**config.mk**
```make
export PLATFORM = sky130hd
export DESIGN_NAME = command_line_tokenizer_top
export DESIGN_NICKNAME = d
export VERILOG_FILES = /design/src/hdl/clt_pkg.sv /design/src/hdl/command_line_tokenizer_top.sv /design/src/hdl/clt_step.sv
export SDC_FILE = /design/constraint.sdc
export NUM_CORES = 1
export LEC_CHECK = 0
export BUFFER_PORTS_ARGS = -buffer_cell sky130_fd_sc_hd__buf_2
export CORE_ASPECT_RATIO = 1.25
export CORE_MARGIN = 2
export CORE_UTILIZATION = 65
export DETAILED_ROUTE_END_ITERATION = 16
export PLACE_DENSITY = 0.88
export SETUP_SLACK_MARGIN = 0.15
export SLEW_MARGIN = 25
export SYNTH_ARGS = -nofsm -noshare
export SYNTH_HDL_FRONTEND = slang
export SYNTH_SLANG_ARGS = --single-unit
```
**constraint.sdc**
```tcl
create_clock -name clk -period 11.1 [get_ports clk]
set_input_delay 1.665 -clock clk [delete_from_list [all_inputs] [get_ports clk]]
set_output_delay 1.665 -clock clk [all_outputs]
set_load 0.005 [all_outputs]
```
**src/hdl/clt_pkg.sv**
```systemverilog
`timescale 1ns / 1ps

package clt_pkg;

    // Token limit per string and the counter width it needs.
    localparam int MAX_TOKENS  = 1024;
    localparam int TOK_NEED_W  = $clog2(MAX_TOKENS + 1);
    localparam int CNT_W       = (TOK_NEED_W > 11) ? TOK_NEED_W : 11;

    // One input byte gives at most this many results.
    localparam int MAX_RESULTS = 3;
    localparam int RES_N_W     = $clog2(MAX_RESULTS + 1);
    localparam int RES_IDX_W   = $clog2(MAX_RESULTS);

    // Characters with a meaning to the parser.
    localparam logic [7:0] CH_NUL   = 8'h00;
    localparam logic [7:0] CH_SPACE = 8'h20;
    localparam logic [7:0] CH_SLASH = 8'h2F;
    localparam logic [7:0] CH_STAR  = 8'h2A;
    localparam logic [7:0] CH_QUOTE = 8'h22;

    typedef enum logic [2:0] {
        MODE_SKIP  = 3'd0,
        MODE_WORD  = 3'd1,
        MODE_QUOTE = 3'd2,
        MODE_BLOCK = 3'd3,
        MODE_DONE  = 3'd4
    } mode_t;

    typedef struct packed {
        mode_t            mode;
        logic             slash;
        logic             star;
        logic [CNT_W-1:0] tokens;
    } parse_state_t;

    typedef struct packed {
        logic [7:0]  out_char;
        logic [9:0]  token_number;
        logic        token_end;
        logic [10:0] token_count;
    } result_t;

    typedef struct packed {
        result_t [MAX_RESULTS-1:0] res;
        logic [RES_N_W-1:0]        n;
        logic                      fin;
    } bundle_t;

    // Append one result, tagged with the current token counter.
    function automatic bundle_t bundle_put(
        input bundle_t          b,
        input logic [7:0]       c,
        input logic             e,
        input logic [CNT_W-1:0] tok
    );
        bundle_t          nb;
        logic [CNT_W-1:0] num;
        nb  = b;
        num = tok - CNT_W'(1);
        if (b.n < RES_N_W'(MAX_RESULTS))
        begin
            nb.res[RES_IDX_W'(b.n)].out_char     = c;
            nb.res[RES_IDX_W'(b.n)].token_number = (tok == '0) ? 10'd0 : num[9:0];
            nb.res[RES_IDX_W'(b.n)].token_end    = e;
            nb.res[RES_IDX_W'(b.n)].token_count  = tok[10:0];
            nb.n = b.n + RES_N_W'(1);
        end
        return nb;
    endfunction

endpackage

```
**src/hdl/command_line_tokenizer_top.sv**
```systemverilog
`timescale 1ns / 1ps

// Command-line tokenizer. Takes one string byte per input beat and returns
// token bytes, each tagged with its token number, with a terminator beat
// closing every token; a status beat marks a string that ends with nothing
// else to report. An input beat is taken every cycle while out_ready is high
// and each byte gives at most one result beat; a byte that gives two or three
// result beats holds the input until its last beat is taken, since the output
// channel carries one beat per cycle, while out_ready is high, from the result
// register. The parser state update is combinational logic ahead of the state
// register. The ignore_quotes register is written through the cfg channel,
// which is always ready, and should be changed only while idle.
module command_line_tokenizer_top
    import clt_pkg::*;
(
    input  logic        clk,
    input  logic        rst_n,

    input  logic        cfg_valid,
    output logic        cfg_ready,
    input  logic        cfg_data,

    input  logic        in_valid,
    output logic        in_ready,
    input  logic [7:0]  ch,
    input  logic        is_last,

    output logic        out_valid,
    input  logic        out_ready,
    output logic [7:0]  out_char,
    output logic [9:0]  token_number,
    output logic        token_end,
    output logic        string_done,
    output logic [10:0] token_count,
    output logic        last_of_run
);

    parse_state_t         state_reg;
    parse_state_t         state_next;
    bundle_t              bundle_reg;
    bundle_t              bundle_next;
    logic                 bvalid_reg;
    logic [RES_IDX_W-1:0] idx_reg;
    logic                 iq_reg;
    logic                 is_final;
    logic                 accept;
    result_t              cur;

    clt_step u_step (
        .st            (state_reg),
        .ch            (ch),
        .is_last       (is_last),
        .ignore_quotes (iq_reg),
        .st_next       (state_next),
        .bundle        (bundle_next)
    );

    // Output side: walk the result register one beat at a time.
    assign cur       = bundle_reg.res[idx_reg];
    assign is_final  = (idx_reg == RES_IDX_W'(bundle_reg.n - RES_N_W'(1)));
    assign in_ready  = !bvalid_reg || (out_ready && is_final);
    assign accept    = in_valid && in_ready;
    assign cfg_ready = 1'b1;

    assign out_valid    = bvalid_reg;
    assign out_char     = cur.out_char;
    assign token_number = cur.token_number;
    assign token_end    = cur.token_end;
    assign token_count  = cur.token_count;
    assign last_of_run  = is_final;
    assign string_done  = is_final && bundle_reg.fin;

    // Configuration register.
    always_ff @(posedge clk or negedge rst_n)
    begin
        if (!rst_n)
        begin
            iq_reg <= 1'b0;
        end
        else if (cfg_valid)
        begin
            iq_reg <= cfg_data;
        end
    end

    // Parser state and result register.
    always_ff @(posedge clk or negedge rst_n)
    begin
        if (!rst_n)
        begin
            state_reg  <= '{mode: MODE_SKIP, slash: 1'b0, star: 1'b0, tokens: '0};
            bvalid_reg <= 1'b0;
            idx_reg    <= '0;
        end
        else
        begin
            if (accept)
            begin
                state_reg <= state_next;
                if (bundle_next.n != '0)
                begin
                    bvalid_reg <= 1'b1;
                    idx_reg    <= '0;
                end
                else if (bvalid_reg)
                begin
                    bvalid_reg <= 1'b0;
                end
            end
            else if (bvalid_reg && out_ready)
            begin
                if (is_final)
                begin
                    bvalid_reg <= 1'b0;
                end
                else
                begin
                    idx_reg <= idx_reg + RES_IDX_W'(1);
                end
            end
        end
    end

    // Result payload, loaded with each byte that gives results.
    always_ff @(posedge clk)
    begin
        if (accept && bundle_next.n != '0)
        begin
            bundle_reg <= bundle_next;
        end
    end

endmodule

```
**src/hdl/clt_step.sv**
```systemverilog
`timescale 1ns / 1ps

// Parser step: from the current state and one input byte, the next state and
// the results this byte gives.
module clt_step
    import clt_pkg::*;
(
    input  parse_state_t st,
    input  logic [7:0]   ch,
    input  logic         is_last,
    input  logic         ignore_quotes,
    output parse_state_t st_next,
    output bundle_t      bundle
);

    always_comb
    begin
        parse_state_t s;
        bundle_t      b;
        logic         fin;
        logic         ended;
        logic         do_word;
        logic         q_act;

        s       = st;
        b       = '0;
        fin     = 1'b0;
        do_word = 1'b0;
        ended   = (ch == CH_NUL) || is_last;
        q_act   = (ch == CH_QUOTE) && !ignore_quotes;

        // Content byte.
        if (ch != CH_NUL)
        begin
            case (s.mode)
                MODE_SKIP, MODE_WORD:
                begin
                    if (s.slash)
                    begin
                        s.slash = 1'b0;
                        if (ch == CH_SLASH || ch == CH_STAR)
                        begin
                            if (s.mode == MODE_WORD)
                            begin
                                b = bundle_put(b, CH_NUL, 1'b1, s.tokens);
                                s.mode = MODE_SKIP;
                                if (s.tokens >= CNT_W'(MAX_TOKENS))
                                begin
                                    s.mode = MODE_DONE;
                                    fin    = 1'b1;
                                end
                            end
                            if (s.mode != MODE_DONE)
                            begin
                                if (ch == CH_SLASH)
                                begin
                                    s.mode = MODE_DONE;
                                    fin    = 1'b1;
                                end
                                else
                                begin
                                    s.mode = MODE_BLOCK;
                                    s.star = 1'b1;
                                end
                            end
                        end
                        else
                        begin
                            // The held slash turns out to be token content.
                            if (s.mode == MODE_SKIP)
                            begin
                                s.tokens = s.tokens + CNT_W'(1);
                                s.mode   = MODE_WORD;
                            end
                            b = bundle_put(b, CH_SLASH, 1'b0, s.tokens);
                            do_word = 1'b1;
                        end
                    end
                    else if (s.mode == MODE_SKIP)
                    begin
                        if (ch > CH_SPACE)
                        begin
                            if (ch == CH_SLASH)
                            begin
                                s.slash = 1'b1;
                            end
                            else if (q_act)
                            begin
                                s.tokens = s.tokens + CNT_W'(1);
                                s.mode   = MODE_QUOTE;
                            end
                            else
                            begin
                                s.tokens = s.tokens + CNT_W'(1);
                                s.mode   = MODE_WORD;
                                b = bundle_put(b, ch, 1'b0, s.tokens);
                            end
                        end
                    end
                    else
                    begin
                        do_word = 1'b1;
                    end

                    // Byte inside a regular token.
                    if (do_word)
                    begin
                        if (ch <= CH_SPACE || q_act)
                        begin
                            b = bundle_put(b, CH_NUL, 1'b1, s.tokens);
                            s.mode = MODE_SKIP;
                            if (s.tokens >= CNT_W'(MAX_TOKENS))
                            begin
                                s.mode = MODE_DONE;
                                fin    = 1'b1;
                            end
                            if (q_act && s.mode != MODE_DONE)
                            begin
                                s.tokens = s.tokens + CNT_W'(1);
                                s.mode   = MODE_QUOTE;
                            end
                        end
                        else if (ch == CH_SLASH)
                        begin
                            s.slash = 1'b1;
                        end
                        else
                        begin
                            b = bundle_put(b, ch, 1'b0, s.tokens);
                        end
                    end
                end

                MODE_QUOTE:
                begin
                    if (ch == CH_QUOTE)
                    begin
                        b = bundle_put(b, CH_NUL, 1'b1, s.tokens);
                        s.mode = MODE_SKIP;
                        if (s.tokens >= CNT_W'(MAX_TOKENS))
                        begin
                            s.mode = MODE_DONE;
                            fin    = 1'b1;
                        end
                    end
                    else
                    begin
                        b = bundle_put(b, ch, 1'b0, s.tokens);
                    end
                end

                MODE_BLOCK:
                begin
                    if (s.star && ch == CH_SLASH)
                    begin
                        s.mode = MODE_SKIP;
                        s.star = 1'b0;
                    end
                    else
                    begin
                        s.star = (ch == CH_STAR);
                    end
                end

                default:
                begin
                end
            endcase
        end

        // End of the string: flush a held slash and close an open token.
        if (ended)
        begin
            if ((s.mode == MODE_SKIP || s.mode == MODE_WORD) && s.slash)
            begin
                if (s.mode == MODE_SKIP)
                begin
                    s.tokens = s.tokens + CNT_W'(1);
                end
                s.mode = MODE_WORD;
                b = bundle_put(b, CH_SLASH, 1'b0, s.tokens);
            end
            if (s.mode == MODE_WORD || s.mode == MODE_QUOTE)
            begin
                b = bundle_put(b, CH_NUL, 1'b1, s.tokens);
            end
            if (s.mode != MODE_DONE)
            begin
                fin = 1'b1;
            end
        end

        // Status result when parsing finishes on a byte with no other result.
        if (fin && b.n == '0)
        begin
            b = bundle_put(b, CH_NUL, 1'b0, s.tokens);
            b.res[0].token_number = 10'd0;
        end
        b.fin = fin;

        if (ended)
        begin
            s.mode   = MODE_SKIP;
            s.slash  = 1'b0;
            s.star   = 1'b0;
            s.tokens = '0;
        end

        st_next = s;
        bundle  = b;
    end

endmodule
```
==> reports/results.txt <==
The flow ran to the end, and the final reports show no timing, DRC or antenna violations. The min-delay analysis places its worst path in the category flop to flop. The clock latency of the later-clocked register in the worst-skew pair was 0.37 ns; the detailed placement HPWL was 32290 um. The tools report the worst slew slack as a fraction of its limit as 0.2392. After clock tree synthesis, the clock-pin slew on the worst setup and hold paths is 0.08 ns.

The delay of the slowest cell on the worst path works out to 0.59 ns. The first global-routing pass estimated 65690 um of wire. Initial antenna violation count: 2. The number of cells on the worst reg-to-reg path is 14.

The number of hold violations in the final report was 0. The logs give 1.124 for the routability congestion estimate from global placement and 0 for the residual antenna-violating net count after detailed routing. The count of input and output buffers works out to 48. The number of different library cells used by synthesis comes to 104. The tools report the leakage power summed over all cells as 0.003943 uW.

For the final database, setup skew stands at 0.01370 ns. 50 I/O pins were placed. The number of CTS-inserted buffers is 9.

The launching instance or port of the critical path is ch[6]. The area of the placeable core was 16140 um2; the total iterations of the first detailed-routing run was 8. Setup repair after global routing left no endpoint under its margin. The max-slew violation count is 0, and the register bit total from synthesis is 106.

The tree built by TritonCTS fans out to 106 sinks. The floorplan step set the die height to 147.3 um. For this design, the CTS-stage hold fixing added 0 buffers.

The shortest clock period the worst path allows after layout works out to 7.509 ns. STA puts the critical path data required time at 11.16 ns. The critical path in this run is classified as input port to flop. Traced cell by cell, the critical path runs through buf_2, nand4bb_2, o31ai_4, nor2_1, nor2_1, xnor2_1, inv_1, ha_1, nand2_1, a2111oi_2, a21boi_2, mux2i_1, nand2_1, or3_1, a221oi_4, and3_1, nand4_4, a311oi_1, a21oi_1. The routed layout has 12040 vias. The run gives 1369 as the net count after synthesis.

Of all nets on the critical path, the largest fanout is 18. For this run, design rule violations remaining after detail routing come to 0. For this design, the slowest cell found on the critical path is sky130_fd_sc_hd__o31ai_4.

The tools report the final-report setup violation count as 0. The worst setup path is launched from an input port. Entering global routing, the biggest net connects 71 pins. In this run the cell area of the synthesized design comes to 10670 um2.

Maximum clock rate: 0.1332 GHz. The share of the cycle needed by the critical path after routing is 0.6765, and the via count of the first global-routing pass is 11370. The library cell used most frequently in the layout, excluding fill and tap cells, is sky130_fd_sc_hd__nand2_1. After layout, the worst setup slack is 3.591 ns. Setup total negative slack on the finished layout was measured at 0 ns. TritonCTS built the clock tree. The area growth from synthesis to layout is 5.792%. For the pin with the worst max-slew slack, the measured transition is 1.137 ns. The tools report the number of DRC violations after detailed-routing iteration 0 as 2167.

CTS built an H-tree with a depth of 3. The logs give 1346 for the post-synthesis cell count and 3.454 ns for the setup slack after placement. The startpoint of the worst-slack reg-to-reg timing path was state_reg[0]. STA puts the critical path data arrival time at 7.57 ns. The logs give 17470 um2 for the overall die area and 0.6614 for the initial standard-cell utilization of the core. Leaving out fill and tap cells, the most frequent cells in the layout are sky130_fd_sc_hd__nand2_1, sky130_fd_sc_hd__o21ai_0, sky130_fd_sc_hd__nor2_1, sky130_fd_sc_hd__a21oi_1, sky130_fd_sc_hd__edfxtp_1. The per-instance average area after synthesis is 7.928 um2, and the maximum resistive drop on vdd is 0.2372 mV. The via-per-instance ratio was 7.735. The initialized floorplan defines 52 standard-cell rows.

The post-synthesis sequential area ratio was 0.2889; the fraction of registers with async set or reset after synthesis was 0.1887. The nature of the critical path endpoint was a flop. The clock passes through at most 2 buffers.

Summed over all layers, the global routing overflow is 0. The most used flip-flop cell after synthesis is sky130_fd_sc_hd__edfxtp_1. After layout, the design draws a total of 3930 uW. Post-layout net count: 1358. The buffer cell driving the clock tree root is sky130_fd_sc_hd__clkbuf_16.

The capturing point of the worst reg2reg path is bundle_reg[33]. The number of buffers inserted to repair setup after CTS was 0; the power density normalized to cell area was 348.1 nW/um2. The flip-flop count of the largest register, all copies and words added was 86. The worst register-to-register path has a setup slack of 4.18 ns.

The tools report the count of synthesis-stage warnings from yosys as 0. Excluding fillers, the count of instances in the completed layout stands at 1557. The share of final-layout standard cells stronger than drive strength 1 works out to 0.1216. The tools report the total track usage as 0.4931. The last element of the critical path is bundle_reg[46].

The routed wire length per instance was 27.99 um; the sum of routed wire length over all layers was 43580 um. The die width is 118.6 um, and the number of flops mapped to enable cells by yosys is 86. After detailed placement, the design holds a cell count of 1540. The max-cap check violation count was 0. For the number of gates resized after CTS, the log shows 0.
-- synthesized netlist by cell type, types with 9 or more instances --
| cell type | instances | area [um2] |
|---|---|---|
| sky130_fd_sc_hd__and4_1 | 9 | 78.83 |
| sky130_fd_sc_hd__edfxtp_1 | 86 | 2582 |
| sky130_fd_sc_hd__and3_1 | 13 | 81.33 |
| sky130_fd_sc_hd__or2_2 | 10 | 62.56 |
| sky130_fd_sc_hd__nand4_1 | 17 | 106.4 |
| sky130_fd_sc_hd__a211oi_1 | 10 | 75.07 |
| sky130_fd_sc_hd__dfrtp_1 | 20 | 500.5 |
| sky130_fd_sc_hd__nor4_1 | 12 | 75.07 |
| sky130_fd_sc_hd__a21oi_1 | 110 | 550.5 |
| sky130_fd_sc_hd__a22oi_1 | 18 | 135.1 |
| sky130_fd_sc_hd__o21ai_1 | 15 | 75.07 |
| sky130_fd_sc_hd__nand2_1 | 165 | 619.3 |
| sky130_fd_sc_hd__o22ai_1 | 22 | 137.6 |
| sky130_fd_sc_hd__nor2_1 | 118 | 442.9 |
| sky130_fd_sc_hd__and2_1 | 19 | 118.9 |
| sky130_fd_sc_hd__xnor2_1 | 71 | 621.9 |
| sky130_fd_sc_hd__nor3_1 | 40 | 200.2 |
| sky130_fd_sc_hd__buf_1 | 9 | 33.78 |
| sky130_fd_sc_hd__inv_1 | 14 | 52.55 |
| sky130_fd_sc_hd__clkbuf_1 | 59 | 221.5 |
| sky130_fd_sc_hd__o21ai_0 | 120 | 600.6 |
| sky130_fd_sc_hd__xor2_1 | 13 | 113.9 |
| sky130_fd_sc_hd__buf_2 | 18 | 90.09 |
| sky130_fd_sc_hd__o211ai_1 | 15 | 112.6 |
| sky130_fd_sc_hd__a31oi_1 | 33 | 206.5 |
| sky130_fd_sc_hd__nand3_1 | 59 | 295.3 |
| sky130_fd_sc_hd__mux2i_1 | 32 | 320.3 |
-- metrics by stage --
step / hold slack [ns] / util / instance area [um2]
floorplan: 0.5125 / - / 10670
global placement: 0.5511 / 0.6794 / 10960
detailed placement: 0.5634 / 0.6797 / 10970
CTS: 0.5816 / 0.6994 / 11290
global route: 0.6339 / 0.6995 / 11290
finish: 0.5743 / 0.6997 / 11290
-- worst min path at each step --
stage,endpoint,startpoint,cells past startpoint,slack [ns]
after floorplan,state_reg[11],state_reg[11],2,0.51
after global placement,out_valid,out_valid,2,0.55
after detailed placement,state_reg[11],state_reg[11],2,0.56
after CTS,state_reg[11],state_reg[11],2,0.58
after global routing,state_reg[11],state_reg[11],2,0.63
final,state_reg[11],state_reg[11],2,0.57
-- layout make-up --
cell class                 instances  area, um2
antenna                            1      2.502
sequential                       106       3084
tap                              216      270.3
clock buffer                       9      225.2
fill                            1348       4846
multi-input combinational       1127       7129
timing repair buffer              70      405.4
clock inverter                     7      93.84
inverter                          21      78.83
-- power by group --
part	leakage, uW	switching, uW	internal, uW
Clock	0.000153	162	181
Sequential	0.00109	101	648
Combinational	0.00270	1960	880
-- routing by layer --
metal  wire length, um  GRT usage  share of wire
met5                10          0        0.00023
met4              4710     0.4042           0.11
met3              5924     0.1658           0.14
met2             18950     0.7652           0.43
met1             13990     0.5477           0.32
-- cells by family (layout without fill, tap and decap cells) --
group / Yosys count / in the layout / synth area share
simple gates: 529 / 529 / 0.2545
fa+ha+maj: 8 / 8 / 0.009380
other cells: 1 / 2 / 0.0003514
mux: 37 / 37 / 0.03529
buf+inv: 113 / 107 / 0.04432
compound gates: 462 / 462 / 0.2891
xor+xnor: 90 / 90 / 0.07809
flops: 106 / 106 / 0.2889
-- critical path: cells and delay by family --
| kind | cells | cell delay, ns |
|---|---|---|
| XOR/XNOR | 1 | 0.19 |
| multiplexers | 1 | 0.55 |
| buffers and inverters | 2 | 0.26 |
| AND/OR/NAND/NOR | 8 | 2.54 |
| AO/OA/AOI/OAI | 6 | 2.19 |
| adder cells (fa/ha/maj) | 1 | 0.17 |
No activity file was read; power rests on OpenSTA's default activity.
